<file path="src/sv/jsv_pkg.sv">
// package: shared types, codes and helpers for the json syntax validator
package jsv_pkg;

  localparam int StackDepth = 64;
  localparam int CountWidth = 32;

  // parse states
  typedef enum logic [3:0] {
    PS_VALUE     = 4'd0,
    PS_ARR_START = 4'd1,
    PS_ARR_VALUE = 4'd2,
    PS_ARR_END   = 4'd3,
    PS_OBJ_START = 4'd4,
    PS_OBJ_KEY   = 4'd5,
    PS_OBJ_COLON = 4'd6,
    PS_OBJ_VALUE = 4'd7,
    PS_OBJ_END   = 4'd8,
    PS_END       = 4'd9
  } parse_state_t;

  // lexer substates
  typedef enum logic [4:0] {
    LX_IDLE     = 5'd0,
    LX_T_R      = 5'd1,
    LX_T_U      = 5'd2,
    LX_T_E      = 5'd3,
    LX_F_A      = 5'd4,
    LX_F_L      = 5'd5,
    LX_F_S      = 5'd6,
    LX_F_E      = 5'd7,
    LX_N_U      = 5'd8,
    LX_N_L1     = 5'd9,
    LX_N_L2     = 5'd10,
    LX_N_MINUS  = 5'd11,
    LX_N_ZERO   = 5'd12,
    LX_N_INT    = 5'd13,
    LX_N_DOT    = 5'd14,
    LX_N_FRAC   = 5'd15,
    LX_N_EXP    = 5'd16,
    LX_N_EXPSGN = 5'd17,
    LX_N_EXPDIG = 5'd18,
    LX_S_STR    = 5'd19,
    LX_S_ESC    = 5'd20,
    LX_S_HEX    = 5'd21,
    LX_S_SURBS  = 5'd22,
    LX_S_SURU   = 5'd23,
    LX_S_HEX2   = 5'd24
  } lex_state_t;

  // result codes
  localparam logic [4:0] ERR_NONE       = 5'd0;
  localparam logic [4:0] ERR_LITERAL    = 5'd1;
  localparam logic [4:0] ERR_MINUS      = 5'd2;
  localparam logic [4:0] ERR_DOT        = 5'd3;
  localparam logic [4:0] ERR_EXP        = 5'd4;
  localparam logic [4:0] ERR_VALUE      = 5'd5;
  localparam logic [4:0] ERR_ARR        = 5'd6;
  localparam logic [4:0] ERR_OBJ_START  = 5'd7;
  localparam logic [4:0] ERR_OBJ_KEY    = 5'd8;
  localparam logic [4:0] ERR_COLON      = 5'd9;
  localparam logic [4:0] ERR_OBJ_END    = 5'd10;
  localparam logic [4:0] ERR_TRAILING   = 5'd11;
  localparam logic [4:0] ERR_HEX        = 5'd12;
  localparam logic [4:0] ERR_SURROGATE  = 5'd13;
  localparam logic [4:0] ERR_ESCAPE     = 5'd14;
  localparam logic [4:0] ERR_CONTROL    = 5'd15;
  localparam logic [4:0] ERR_DEPTH      = 5'd16;

  localparam logic [15:0] SurLow  = 16'hD800;
  localparam logic [15:0] SurHigh = 16'hDBFF;
  localparam logic [7:0]  CtrlLimit = 8'h20;
  localparam logic [7:0]  Bom0 = 8'hEF;
  localparam logic [7:0]  Bom1 = 8'hBB;
  localparam logic [7:0]  Bom2 = 8'hBF;

  // stack access request from the parser to the stack memory
  typedef struct packed {
    logic push;
    logic kind;
  } stk_req_t;

  // expected byte for each literal substate
  function automatic logic [7:0] lit_char(input lex_state_t s);
    logic [7:0] r;
    r = 8'h00;
    unique case (s)
      LX_T_R:  r = "r";
      LX_T_U:  r = "u";
      LX_T_E:  r = "e";
      LX_F_A:  r = "a";
      LX_F_L:  r = "l";
      LX_F_S:  r = "s";
      LX_F_E:  r = "e";
      LX_N_U:  r = "u";
      LX_N_L1: r = "l";
      LX_N_L2: r = "l";
      default: r = 8'h00;
    endcase
    return r;
  endfunction

  // substate after a matching literal byte
  function automatic lex_state_t lit_next(input lex_state_t s);
    lex_state_t r;
    r = LX_IDLE;
    unique case (s)
      LX_T_R:  r = LX_T_U;
      LX_T_U:  r = LX_T_E;
      LX_F_A:  r = LX_F_L;
      LX_F_L:  r = LX_F_S;
      LX_F_S:  r = LX_F_E;
      LX_N_U:  r = LX_N_L1;
      LX_N_L1: r = LX_N_L2;
      default: r = LX_IDLE;
    endcase
    return r;
  endfunction

  function automatic logic is_digit(input logic [7:0] c);
    return (c >= "0") && (c <= "9");
  endfunction

  function automatic logic is_hex(input logic [7:0] c);
    return is_digit(c) || ((c >= "a") && (c <= "f")) || ((c >= "A") && (c <= "F"));
  endfunction

  function automatic logic [3:0] hex_of(input logic [7:0] c);
    logic [7:0] t;
    t = 8'h0;
    if (is_digit(c)) t = c - 8'h30;
    else if ((c >= "a") && (c <= "f")) t = c - 8'h57;
    else t = c - 8'h37;
    return t[3:0];
  endfunction

endpackage

</file>
<file path="src/sv/jsv_stack.sv">
// nesting kind stack: one-bit memory with registered read of the top entry
module jsv_stack import jsv_pkg::*; #(
  parameter int STACK_DEPTH = StackDepth,
  parameter int LW = $clog2(STACK_DEPTH + 1)
) (
  input  logic          clk,
  input  logic          we,
  input  logic [LW-1:0] waddr,
  input  logic          wdata,
  input  logic          re,
  input  logic [LW-1:0] raddr,
  output logic          rdata
);
  localparam int AW = (STACK_DEPTH > 1) ? $clog2(STACK_DEPTH) : 1;

  logic mem [STACK_DEPTH];

  // write port
  always_ff @(posedge clk) begin
    if (we) mem[waddr[AW-1:0]] <= wdata;
  end

  // read port, registered
  always_ff @(posedge clk) begin
    if (re) rdata <= mem[raddr[AW-1:0]];
  end
endmodule

</file>
<file path="src/sv/jsv_core.sv">
// parser core: byte classification, lexer, parse state and position counters
module jsv_core import jsv_pkg::*; #(
  parameter int STACK_DEPTH = StackDepth,
  parameter int COUNT_WIDTH = CountWidth,
  parameter int LW = $clog2(STACK_DEPTH + 1)
) (
  input  logic          clk,
  input  logic          rst,
  input  logic [6:0]    max_depth,
  input  logic          take,
  input  logic          start_req,
  input  logic [7:0]    byte_in,
  output logic          res_valid,
  output logic [4:0]    res_code,
  output logic [31:0]   res_line,
  output logic [31:0]   res_col,
  output logic          stk_we,
  output logic [LW-1:0] stk_waddr,
  output logic          stk_wdata,
  output logic          stk_re,
  output logic [LW-1:0] stk_raddr,
  input  logic          stk_rdata
);
  localparam logic [COUNT_WIDTH-1:0] CMax = '1;

  parse_state_t          ps, ps_next;
  lex_state_t            lx, lx_next;
  logic [2:0]            hcnt, hcnt_next;
  logic [15:0]           hval, hval_next;
  logic [LW-1:0]         level, level_next;
  logic [COUNT_WIDTH-1:0] line_cnt, line_cnt_next, col_cnt, col_cnt_next;
  logic [1:0]            bom, bom_next;
  logic                  done, done_next;
  // a pop leaves the new top kind pending in the stack read register
  logic                  pop_pend, pop_pend_next;
  logic                  emit;
  logic [4:0]            code;
  logic [COUNT_WIDTH-1:0] eline, ecol;
  stk_req_t              sreq;
  logic                  do_pop;

  // effective state with the pending pop resolved from the read data
  parse_state_t ps_cur;
  parse_state_t          b_ps;
  lex_state_t            b_lx;
  logic [2:0]            b_hcnt;
  logic [15:0]           b_hval;
  logic [LW-1:0]         b_level;
  logic [COUNT_WIDTH-1:0] b_line, b_col;
  logic [1:0]            b_bom;
  logic                  b_done;
  logic [LW-1:0]         lim;
  logic [2:0]            hinc;
  logic [15:0]           hnew;
  logic                  structural;

  always_comb begin
    ps_cur = ps;
    if (pop_pend) ps_cur = stk_rdata ? PS_OBJ_END : PS_ARR_END;
  end

  always_comb begin
    if (int'(max_depth) > STACK_DEPTH) lim = LW'(STACK_DEPTH);
    else lim = LW'(max_depth);
  end

  // next state of one byte
  always_comb begin
    b_ps = ps_cur; b_lx = lx; b_hcnt = hcnt; b_hval = hval; b_level = level;
    b_line = line_cnt; b_col = col_cnt; b_bom = bom; b_done = done;
    if (start_req) begin
      b_ps = PS_VALUE; b_lx = LX_IDLE; b_hcnt = '0; b_hval = '0; b_level = '0;
      b_line = COUNT_WIDTH'(1); b_col = '0; b_bom = '0; b_done = 1'b0;
    end
    ps_next = b_ps; lx_next = b_lx; hcnt_next = b_hcnt; hval_next = b_hval;
    level_next = b_level; line_cnt_next = b_line; col_cnt_next = b_col;
    bom_next = b_bom; done_next = b_done; pop_pend_next = 1'b0;
    emit = 1'b0; code = ERR_NONE; eline = b_line; ecol = b_col;
    sreq = '0; do_pop = 1'b0; structural = 1'b0;
    hinc = b_hcnt + 3'd1;
    hnew = {b_hval[11:0], hex_of(byte_in)};
    if (take && !(b_done && !start_req)) begin
      if (b_bom == 2'd0 && byte_in == Bom0) begin
        bom_next = 2'd1;
      end else if (b_bom == 2'd1 || b_bom == 2'd2) begin
        if ((b_bom == 2'd1 && byte_in == Bom1) || (b_bom == 2'd2 && byte_in == Bom2)) begin
          bom_next = b_bom + 2'd1;
        end else begin
          emit = 1'b1; code = ERR_VALUE;
          eline = COUNT_WIDTH'(1); ecol = COUNT_WIDTH'(1);
        end
      end else begin
        bom_next = 2'd3;
        if (b_col != CMax) col_cnt_next = b_col + 1'b1;
        ecol = col_cnt_next;
        // lexer
        if (b_lx >= LX_S_STR) begin
          priority case (b_lx)
            LX_S_STR: begin
              if (byte_in == "\"") lx_next = LX_IDLE;
              else if (byte_in == "\\") lx_next = LX_S_ESC;
              else if (byte_in < CtrlLimit) begin emit = 1'b1; code = ERR_CONTROL; end
            end
            LX_S_ESC: begin
              if (byte_in == "u") begin
                lx_next = LX_S_HEX; hcnt_next = '0; hval_next = '0;
              end else if (byte_in == "\\" || byte_in == "/" || byte_in == "\"" ||
                           byte_in == "b" || byte_in == "f" || byte_in == "n" ||
                           byte_in == "r" || byte_in == "t") begin
                lx_next = LX_S_STR;
              end else begin emit = 1'b1; code = ERR_ESCAPE; end
            end
            LX_S_HEX, LX_S_HEX2: begin
              if (!is_hex(byte_in)) begin emit = 1'b1; code = ERR_HEX; end
              else begin
                if (b_lx == LX_S_HEX) hval_next = hnew;
                hcnt_next = hinc;
                if (hinc >= 3'd4) begin
                  hcnt_next = '0;
                  if (b_lx == LX_S_HEX && hnew >= SurLow && hnew <= SurHigh)
                    lx_next = LX_S_SURBS;
                  else lx_next = LX_S_STR;
                end
              end
            end
            LX_S_SURBS: begin
              if (byte_in != "\\") begin emit = 1'b1; code = ERR_SURROGATE; end
              else lx_next = LX_S_SURU;
            end
            default: begin
              if (byte_in != "u") begin emit = 1'b1; code = ERR_SURROGATE; end
              else begin lx_next = LX_S_HEX2; hcnt_next = '0; end
            end
          endcase
        end else if (b_lx >= LX_T_R && b_lx <= LX_N_L2) begin
          if (byte_in != lit_char(b_lx)) begin emit = 1'b1; code = ERR_LITERAL; end
          else lx_next = lit_next(b_lx);
        end else if (b_lx >= LX_N_MINUS) begin
          priority if (b_lx == LX_N_MINUS) begin
            if (byte_in == "0") lx_next = LX_N_ZERO;
            else if (is_digit(byte_in)) lx_next = LX_N_INT;
            else begin emit = 1'b1; code = ERR_MINUS; end
          end else if (b_lx == LX_N_DOT) begin
            if (is_digit(byte_in)) lx_next = LX_N_FRAC;
            else begin emit = 1'b1; code = ERR_DOT; end
          end else if (b_lx == LX_N_EXP || b_lx == LX_N_EXPSGN) begin
            if (is_digit(byte_in)) lx_next = LX_N_EXPDIG;
            else if (b_lx == LX_N_EXP && (byte_in == "+" || byte_in == "-"))
              lx_next = LX_N_EXPSGN;
            else begin emit = 1'b1; code = ERR_EXP; end
          end else if ((b_lx == LX_N_INT || b_lx == LX_N_FRAC || b_lx == LX_N_EXPDIG) &&
                       is_digit(byte_in)) begin
            lx_next = b_lx;
          end else if ((b_lx == LX_N_ZERO || b_lx == LX_N_INT) && byte_in == ".") begin
            lx_next = LX_N_DOT;
          end else if (b_lx != LX_N_EXPDIG && (byte_in == "e" || byte_in == "E")) begin
            lx_next = LX_N_EXP;
          end else begin
            structural = 1'b1;
          end
        end else begin
          structural = 1'b1;
        end
        // structure
        if (structural) begin
          lx_next = LX_IDLE;
          if (!(byte_in == " " || byte_in == 8'h0A || byte_in == 8'h0D || byte_in == 8'h09)) begin
            // closers and separators
            priority if ((b_ps == PS_ARR_START || b_ps == PS_ARR_END) && byte_in == "]") begin
              do_pop = 1'b1;
            end else if ((b_ps == PS_OBJ_START || b_ps == PS_OBJ_END) && byte_in == "}") begin
              do_pop = 1'b1;
            end else if (b_ps == PS_ARR_END) begin
              if (byte_in == ",") ps_next = PS_ARR_VALUE;
              else begin emit = 1'b1; code = ERR_ARR; end
            end else if (b_ps == PS_OBJ_START || b_ps == PS_OBJ_KEY) begin
              if (byte_in == "\"") begin lx_next = LX_S_STR; ps_next = PS_OBJ_COLON; end
              else begin
                emit = 1'b1; code = (b_ps == PS_OBJ_START) ? ERR_OBJ_START : ERR_OBJ_KEY;
              end
            end else if (b_ps == PS_OBJ_COLON) begin
              if (byte_in == ":") ps_next = PS_OBJ_VALUE;
              else begin emit = 1'b1; code = ERR_COLON; end
            end else if (b_ps == PS_OBJ_END) begin
              if (byte_in == ",") ps_next = PS_OBJ_KEY;
              else begin emit = 1'b1; code = ERR_OBJ_END; end
            end else if (b_ps == PS_END) begin
              emit = 1'b1; code = (byte_in == 8'h00) ? ERR_NONE : ERR_TRAILING;
            end else begin
              // begin a value
              if (byte_in == "[" || byte_in == "{") begin
                if (b_level >= lim) begin emit = 1'b1; code = ERR_DEPTH; end
                else begin
                  sreq.push = 1'b1; sreq.kind = (byte_in == "{");
                  level_next = b_level + 1'b1;
                  ps_next = (byte_in == "{") ? PS_OBJ_START : PS_ARR_START;
                end
              end else begin
                priority if (byte_in == "t") lx_next = LX_T_R;
                else if (byte_in == "f") lx_next = LX_F_A;
                else if (byte_in == "n") lx_next = LX_N_U;
                else if (byte_in == "\"") lx_next = LX_S_STR;
                else if (byte_in == "-") lx_next = LX_N_MINUS;
                else if (byte_in == "0") lx_next = LX_N_ZERO;
                else if (is_digit(byte_in)) lx_next = LX_N_INT;
                else begin emit = 1'b1; code = ERR_VALUE; end
                if (!emit) begin
                  if (b_ps == PS_VALUE) ps_next = PS_END;
                  else if (b_ps == PS_OBJ_VALUE) ps_next = PS_OBJ_END;
                  else ps_next = PS_ARR_END;
                end
              end
            end
            if (do_pop) begin
              if (b_level != '0) level_next = b_level - 1'b1;
              if (level_next == '0) ps_next = PS_END;
              else pop_pend_next = 1'b1;
            end
          end
        end
        if (!emit && byte_in == 8'h0A) begin
          if (b_line != CMax) line_cnt_next = b_line + 1'b1;
          col_cnt_next = '0;
        end
      end
      if (emit) done_next = 1'b1;
    end else if (take) begin
      ps_next = b_ps;
    end
  end

  // stack access: push writes the new top, pop reads the kind below
  assign stk_we    = sreq.push;
  assign stk_waddr = b_level;
  assign stk_wdata = sreq.kind;
  assign stk_re    = pop_pend_next;
  assign stk_raddr = level_next - 1'b1;

  // state registers
  always_ff @(posedge clk) begin
    if (rst) begin
      ps <= PS_VALUE; lx <= LX_IDLE; hcnt <= '0; hval <= '0; level <= '0;
      line_cnt <= COUNT_WIDTH'(1); col_cnt <= '0; bom <= '0; done <= 1'b0;
      pop_pend <= 1'b0;
    end else if (take) begin
      ps <= ps_next; lx <= lx_next; hcnt <= hcnt_next; hval <= hval_next;
      level <= level_next; line_cnt <= line_cnt_next; col_cnt <= col_cnt_next;
      bom <= bom_next; done <= done_next; pop_pend <= pop_pend_next;
    end
  end

  // result, saturated to 32 bits
  assign res_valid = take && emit;
  assign res_code  = code;
  always_comb begin
    if (COUNT_WIDTH > 32 && eline > COUNT_WIDTH'(32'hFFFFFFFF)) res_line = '1;
    else res_line = 32'(eline);
    if (COUNT_WIDTH > 32 && ecol > COUNT_WIDTH'(32'hFFFFFFFF)) res_col = '1;
    else res_col = 32'(ecol);
  end
endmodule

</file>
<file path="src/sv/json_syntax_validator_top.sv">
// top level: json syntax validator with config register and output register
// Checks a JSON document one byte per cycle, a new byte accepted every cycle while the
// result register is free or being taken. The nesting stack sits in a one-bit memory with
// a registered read; a closing bracket starts the read of the enclosing kind, which is ready
// for the next byte. One request with error_code, line_number and column_number comes out
// per document, in the cycle after its deciding byte is taken. start_req restarts a document;
// max_depth may only be written while the block is idle.
module json_syntax_validator_top import jsv_pkg::*; #(
  parameter int STACK_DEPTH = StackDepth,
  parameter int COUNT_WIDTH = CountWidth
) (
  input  logic        clk,
  input  logic        rst,
  input  logic        cfg_valid,
  output logic        cfg_ready,
  input  logic [6:0]  max_depth,
  input  logic        in_valid,
  output logic        in_stall,
  input  logic        start_req,
  input  logic [7:0]  byte_in,
  output logic        out_valid,
  input  logic        out_stall,
  output logic [4:0]  error_code,
  output logic [31:0] line_number,
  output logic [31:0] column_number
);
  localparam int LW = $clog2(STACK_DEPTH + 1);

  logic [6:0]    depth_reg;
  logic          take;
  logic          res_valid;
  logic [4:0]    res_code;
  logic [31:0]   res_line, res_col;
  logic          stk_we, stk_re, stk_wdata, stk_rdata;
  logic [LW-1:0] stk_waddr, stk_raddr;

  // config register
  assign cfg_ready = 1'b1;
  always_ff @(posedge clk) begin
    if (rst) depth_reg <= 7'd64;
    else if (cfg_valid) depth_reg <= max_depth;
  end

  // stall only while a result waits and is held
  assign in_stall = out_valid && out_stall;
  assign take = in_valid && !in_stall;

  jsv_core #(.STACK_DEPTH(STACK_DEPTH), .COUNT_WIDTH(COUNT_WIDTH), .LW(LW)) u_core (
    .clk, .rst, .max_depth(depth_reg), .take, .start_req, .byte_in,
    .res_valid, .res_code, .res_line, .res_col,
    .stk_we, .stk_waddr, .stk_wdata, .stk_re, .stk_raddr, .stk_rdata
  );

  jsv_stack #(.STACK_DEPTH(STACK_DEPTH), .LW(LW)) u_stack (
    .clk, .we(stk_we), .waddr(stk_waddr), .wdata(stk_wdata),
    .re(stk_re), .raddr(stk_raddr), .rdata(stk_rdata)
  );

  // output register
  always_ff @(posedge clk) begin
    if (rst) out_valid <= 1'b0;
    else if (!in_stall) out_valid <= res_valid;
  end
  always_ff @(posedge clk) begin
    if (!in_stall && res_valid) begin
      error_code    <= res_code;
      line_number   <= res_line;
      column_number <= res_col;
    end
  end
endmodule

</file>
<file path="config.mk">
export PLATFORM = sky130hd
export DESIGN_NAME = json_syntax_validator_top
export DESIGN_NICKNAME = d
export VERILOG_FILES = /design/src/sv/jsv_pkg.sv /design/src/sv/jsv_stack.sv /design/src/sv/jsv_core.sv /design/src/sv/json_syntax_validator_top.sv
export SDC_FILE = /design/constraint.sdc
export NUM_CORES = 1
export LEC_CHECK = 0
export BUFFER_PORTS_ARGS = -buffer_cell sky130_fd_sc_hd__clkbuf_2
export CAP_MARGIN = 25
export CORE_MARGIN = 1.5
export CORE_UTILIZATION = 35
export CTS_CLUSTER_DIAMETER = 150
export DETAILED_ROUTE_END_ITERATION = 7
export SETUP_SLACK_MARGIN = 0.02
export SYNTH_ARGS = -nofsm -noshare
export SYNTH_HDL_FRONTEND = slang
export SYNTH_SLANG_ARGS = --single-unit
</file>
<file path="constraint.sdc">
create_clock -name clk -period 16.45 [get_ports clk]
set_input_delay 0.8225 -clock clk [delete_from_list [all_inputs] [get_ports clk]]
set_output_delay 0.8225 -clock clk [all_outputs]
set_load 0.02 [all_outputs]
</file>
; Word-level counts from Yosys, hierarchy flattened
; Memory sizes are Yosys's and may differ from the RTL's. A register that Yosys moved wholly into a read port is not among the register bits.
; Cells that the tools add are included.
[classes]
n_lt_le_gt_ge = 16
add_sub_neg = 10
bitwise_logic = 1
reduce_logical = 58
eq_ne = 64
n_mux = 305
[ops]
columns = cell, count
row1 = $mux 32, 20
row2 = $mux 5, 78
row3 = $mux 7, 24
row4 = $mux 4, 36
row5 = $mux 16, 8
row6 = $eq 8x7->1 const B, 13
row7 = $mux 1, 93
row8 = $eq 8x6->1 const B, 9
row9 = $add 32x1->32 const B, 2
row10 = $ne 32x32->1 const B, 2
row11 = $mux 8, 6
row12 = $mux 2, 21
row13 = $eq 5x5->1 const B, 8
row14 = $pmux 5 s4, 2
row15 = $mux 3, 13
row16 = $eq 5x4->1 const B, 7
row17 = $pmux 16 s2, 1
row18 = $pmux 4 s7, 1
row19 = $eq 8x4->1 const B, 3
row20 = $eq 8x8->1 const B, 3
row21 = $logic_or 1x1->1, 24
row22 = $logic_and 1x1->1, 22
row23 = $eq 4x3->1 const B, 4
row24 = $ge 16x16->1 const B, 1
row25 = 41 further kinds, 53
[totals]
n_memories = 2
out_inout_bits = 72
elab_cells = 471
input_bits = 21
regBits = 180
romBits = 112
ramBits = 64
[mem_list]
columns = name, depth, word_bits, read_ports, rd_ports_with_merged_regs, wr, line_no
row1 = (name not given), 16, 7, 1, 0, 0, jsv_pkg.sv:86  ; unique case (s)
row2 = u_stack.mem, 64, 1, 1, 1, 1, jsv_stack.sv:16  ; logic mem [STACK_DEPTH];

; Depth between registers and ports, before layout
[depth]
depth_word = 51
ltp_mapped = 26
depth_no_buf = 18

; Hierarchy
; From an unflattened synthesis, not the netlist that was laid out.
[unflattened]
cells_unflattened = 1765
area_unflattened_um2 = 15437.3
[by_module_without_submodules]
columns = mod, area_each_um2, cells_per_inst, seq_area_each_um2, n_inst
row1 = jsv_core, 10103.4, 1460, 1981.9, 1
row2 = jsv_stack, 2946.6, 205, 1951.9, 1
row3 = json_syntax_validator_top, 2387.3, 100, 2232.1, 1

; Worst setup path after synthesis
; No wires, ideal clock.
[synth_timing]
kind = input to register
start = in start_req
end = mem u_stack.mem[0], data pin
path_buffers = 11
slack_ns = 7.972
required_ns = 15.585
setup_ns = 0.865
path_stages = 17
arrival_ns = 7.614
cell_sequence = buf_4 -> buf_2 -> buf_4 -> inv_2 -> clkbuf_1 -> buf_1 -> buf_1 -> clkbuf_1 -> nand2_1 -> ha_1 -> clkbuf_1 -> nor2_1 -> nand2_1 -> clkbuf_1 -> clkbuf_1 -> clkbuf_1 -> nor4_1
[synth_between]
elab_chain_cells = 19
word_cells_on_any_way = 74
cone_classes = order compare: 5 / eq/ne: 18 / mux: 31 / reduce/logical: 20
[synth_lines]
columns = element, line_no
row1 = start: declaration, json_syntax_validator_top.sv:19  ; input logic start_req,
row2 = "parallel branches: the longest is 18 deep, another holds $ge 7x7->1", n/a
row3 = $mux 2 *, jsv_core.sv:82  ; if (take && !(b_done && !start_req)) begin
row4 = via stk_wdata, json_syntax_validator_top.sv:34  ; logic stk_we, stk_re, stk_wdata, stk_rdata;
row5 = end: declaration, jsv_stack.sv:16
; Mark *: on every way through the listed nets, which the timed path passes. The select of a mux whose other input is x is not followed.

; Final worst setup path
[layout_timing]
start = in start_req
end = reg u_stack.rdata (read register of u_stack.mem), data pin
[layout_between]
elab_chain_cells = 26
word_cells_on_any_way = 101
cone_classes = add/sub: 3 / order compare: 5 / eq/ne: 18 / mux: 53 / reduce/logical: 22
[layout_lines]
columns = element, line_no
row1 = "parallel branches: the longest is 26 deep, another holds $add 7x1->7", n/a
row2 = end: declaration, jsv_stack.sv:12  ; output logic rdata
; Parallel ways; which one is timed is not known. The select of a mux whose other input is x is not followed.
; A chain may end at the register's enable or synchronous reset.

==> results by group <==
Pwr
  – Peak supply drop: a little over 0.06 mV
  – Cell internal pwr: approximately 1.1 mW
  – Total design power: between 1 and 1.5 mW
  – Switching pwr: ~0.41 mW
  – Clock power share: 0.426
  – Sw frac: 0.2737
  – Pwr Density: ~88 nW/µm²
  – Leakage Power: around 5.9 nW
  – Comb power frac: 0.128
  – Reg power frac: 0.446

Clocking
  – CTS Buf Count: 28
  – Clk_lat worst skew: 590 ps
  – Post-CTS Resized: 0
  – # Post-CTS Setup Buffers: 0
  – H-tree depth: 1
  – Clock transition at path regs: approximately 60 ps
  – Clk buf depth: 3
  – TritonCTS clock tree: built
  – Hold_buf cts: 0
  – Clk sinks: 241
  – Root Buffer: clkbuf_16

Timing
  – Worst-Margin Slew: 1028 ps
  – Peak Freq: around 0.16 GHz
  – Slew Limit Fails: 0
  – Post-Route Skew: around 22 ps
  – Normalized max-slew margin: 0.3146
  – Setup TNS: 0 ps
  – Fin crit share: 0.3875
  – Endpoints failing setup: 0
  – Final hold violations: 0
  – Period minus WS final: approximately 6400 ps
  – RSZ-0062 raised after global routing: no
  – Worst hold margin: roughly 460 ps

Synthesis
  – Post-Syn Area: ~15000 µm²
  – Synth Area in Adders: 0.02324
  – Synth area leader: edfxtp_1
  – Largest family of logic cells by synthesized area: simple AND/OR/NAND/NOR gates
  – Yosys top cell area share: 0.2670
  – Post-synth cell types: about 110
  – Synth area leaders: edfxtp_1 (27%), dfxtp_1 (14%), nor2_1 (5.9%), nand2_1 (5.1%), a21oi_1 (3.3%)
  – Post-synthesis xor/xnor area fraction: 0.03030
  – Synthesized area per cell: between 8 and 9 µm²
  – Simple-gate portion of the synthesized area: 0.2709
  – Mapped Cells: ~1700
  – Yosys reg bits: 241
  – Seq/Total Area, Yosys: 0.4091
  – Synth async-reset ratio: 0
  – Syn. warnings: 0
  – Net Count, Synth: between 1500 and 2000
  – Proportion of synthesized area in mux cells: 0.05122
  – Top_reg_cell synth: edfxtp_1
  – Post-synth EDFFs: 134
  – Complex-gate fraction of the synthesized area: 0.1762

GRT
  – Initial antenna violation count: 1
  – Largest net degree at the start of global routing: 72
  – First-pass GRT wire length: between 70000 and 80000 µm
  – Vias in the first global route: around 13000
  – All-Layer GR Usage: 0.2078
  – GRT Residual Overflow: 0

Routing
  – Via density: between 5 and 6
  – Antenna viol nets, final: 0
  – Iteration-0 DRC Markers: about 1000
  – Pre-antenna DRT Iters: 5
  – Via count: approximately 14000
  – DRC violations left: 0
  – WL final: between 40000 and 50000 µm
  – Routed wire length per instance: slightly above 20 µm

Worst setup path
  – CP Max Fanout: 39
  – R2R Setup Slk: around 11000 ps
  – Critical path, cell by cell: buf_2 -> inv_2 -> buf_4 -> nand2_1 -> inv_1 -> ha_1 -> nor2_1 -> nor3_1 -> o21a_1 -> o31a_2 -> a211oi_4 -> xnor2_4 -> buf_16 -> ha_1 -> mux4_2 -> mux2i_1 -> mux2_2 -> mux2i_1 -> mux2i_1 -> mux2i_1
  – R2R depth: 17
  – Setup crit start: start_req
  – CP max-delay cell: ha_1
  – CP required: between 15000 and 20000 ps
  – Worst setup endpoint: u_stack.rdata$_DFFE_PP_
  – R2R Path End: u_stack.rdata$_DFFE_PP_
  – CP dominant cell by count: mux2i_1
  – Crit end category: flip-flop
  – Worst r2r src: u_core.lx[1]$_SDFFE_PP0P_
  – CP Launch Type: input port
  – CP arrival: approximately 6700 ps
  – CP max stage delay: just under 700 ps
  – Worst Setup Path Type: in2reg

Place
  – Post-DP HPWL: approximately 32000 µm
  – Placed cell count: approximately 2300
  – Port Buffers: between 90 and 100
  – GP Congestion: between 0.9 and 1

Finish
  – Layout cell share with drive strength beyond 1: 0.1226
  – Final Util: 0.4006
  – Fin cells: 2334
  – Nets: ~1800
  – Fillers: about 4300
  – Max reg flops: 64
  – Layout area overhead: 12.23%

Hold path
  – Classification of the worst-slack hold path: in2reg
  – Hold path cells: 3

Run status
  – Status: complete, no violations

Die
  – Starting density of the core: 0.3569
  – Die Area: 44320 µm²
  – IO Pins: 93
  – Chip height: 210.5 µm
  – Rows: between 70 and 80
  – Core box area: roughly 42000 µm²
  – Overall die width: ~210 µm

Flow run
  – Max-cap viol count: 0
layer usage:
metal	vias to the layer above	wire length [µm]	share of wire	track usage
met1	6609	20930	0.45	0.2800
met3	99	2800	0.060	0.03248
met5	-	0	0	0
li1	6455	-	-	-
met2	493	21890	0.47	0.3405
met4	0	1346	0.029	0.06773
worst max-delay path, delay by kind of cell:
| kind | cells | cell delay, ps |
|---|---|---|
| compound gates | 3 | 560 |
| mux | 6 | 1030 |
| buf+inv | 5 | 1770 |
| fa+ha+maj | 2 | 1120 |
| xor+xnor | 1 | 550 |
| simple gates | 3 | 790 |
Yosys cell counts (all sizes together) (16+ instances only):
cell    number
and3        51
nand2      206
a22oi       24
a211oi      21
nor3        56
nand3       70
xnor2       33
edfxtp     134
mux2i       49
o22ai       19
clkbuf      72
and2        17
o21ai       93
nor4        18
nand4       22
buf         36
a21oi      101
ha          28
a31oi       23
inv         30
or3         16
nor2b       35
dfxtp      107
nand2b      24
nor2       238
power groups by stage:
stage	Clock [mW]	Combinational [mW]	Sequential, mW
finish	0.637	0.192	0.666
detailed placement	0	0.191	0.679
global route	0.675	0.207	0.668
global placement	0	0.189	0.678
CTS	0.656	0.192	0.666
floorplan	0	0.110	0.695
through the flow:
stage / setup WS, ps / instance area (µm²)
detailed placement: 9505 / 15970
global route: 9585 / 16910
CTS: 10110 / 16910
floorplan: 7972 / 15070
global placement: 9487 / 15940
finish: 10080 / 16920
cells in the final DEF, fill, tap and decap left out, types with 21 or more instances in the layout:
cell,count
a21oi_1,98
a22oi_1,24
a31oi_1,22
and3_1,51
buf_4,23
clkbuf_16,28
clkbuf_2,89
dfxtp_1,107
edfxtp_1,134
ha_1,28
inv_1,28
mux2i_1,49
nand2_1,203
nand2b_1,24
nand3_1,68
nand4_1,21
nor2_1,236
nor2b_1,35
nor3_1,55
o21ai_0,88
xnor2_1,32
worst min-delay path by stage:
stage / startpoint / endpoint / slack, ps
2_1_floorplan: u_core.bom[0]$_SDFFE_PP0P_ / u_core.bom[0]$_SDFFE_PP0P_ / 430
3_3_place_gp: u_core.bom[0]$_SDFFE_PP0P_ / u_core.bom[0]$_SDFFE_PP0P_ / 440
3_5_place_dp: u_core.bom[0]$_SDFFE_PP0P_ / u_core.bom[0]$_SDFFE_PP0P_ / 460
4_1_cts: max_depth[6] / depth_reg[6]$_SDFFE_PP1P_ / 430
5_1_grt: max_depth[6] / depth_reg[6]$_SDFFE_PP1P_ / 440
6_report: max_depth[6] / depth_reg[6]$_SDFFE_PP1P_ / 460
logic make-up (layout without fill, tap and decap cells):
| family | Yosys count | count (layout) |
|---|---|---|
| XOR/XNOR | 47 | 47 |
| AO/OA/AOI/OAI | 399 | 399 |
| AND/OR/NAND/NOR | 819 | 819 |
| multiplexers | 64 | 64 |
| adder cells (fa/ha/maj) | 28 | 28 |
| other | 1 | 2 |
| flip-flops | 241 | 241 |
| buffers and inverters | 139 | 195 |
layout make-up:
cell class              instances  area (µm²)  area share
multi-input cells            1358        8366      0.4945
flip-flops and latches        241        6166      0.3645
clock buffers                  31       711.9     0.04209
well taps                     539       674.4     0.03987
repair buffers                114       650.6     0.03846
clock inverters                19       229.0     0.01354
inverters                      31       116.4    0.006879
diodes                          1       2.502   0.0001479
Note: power is estimated with default switching activity, not from simulation.
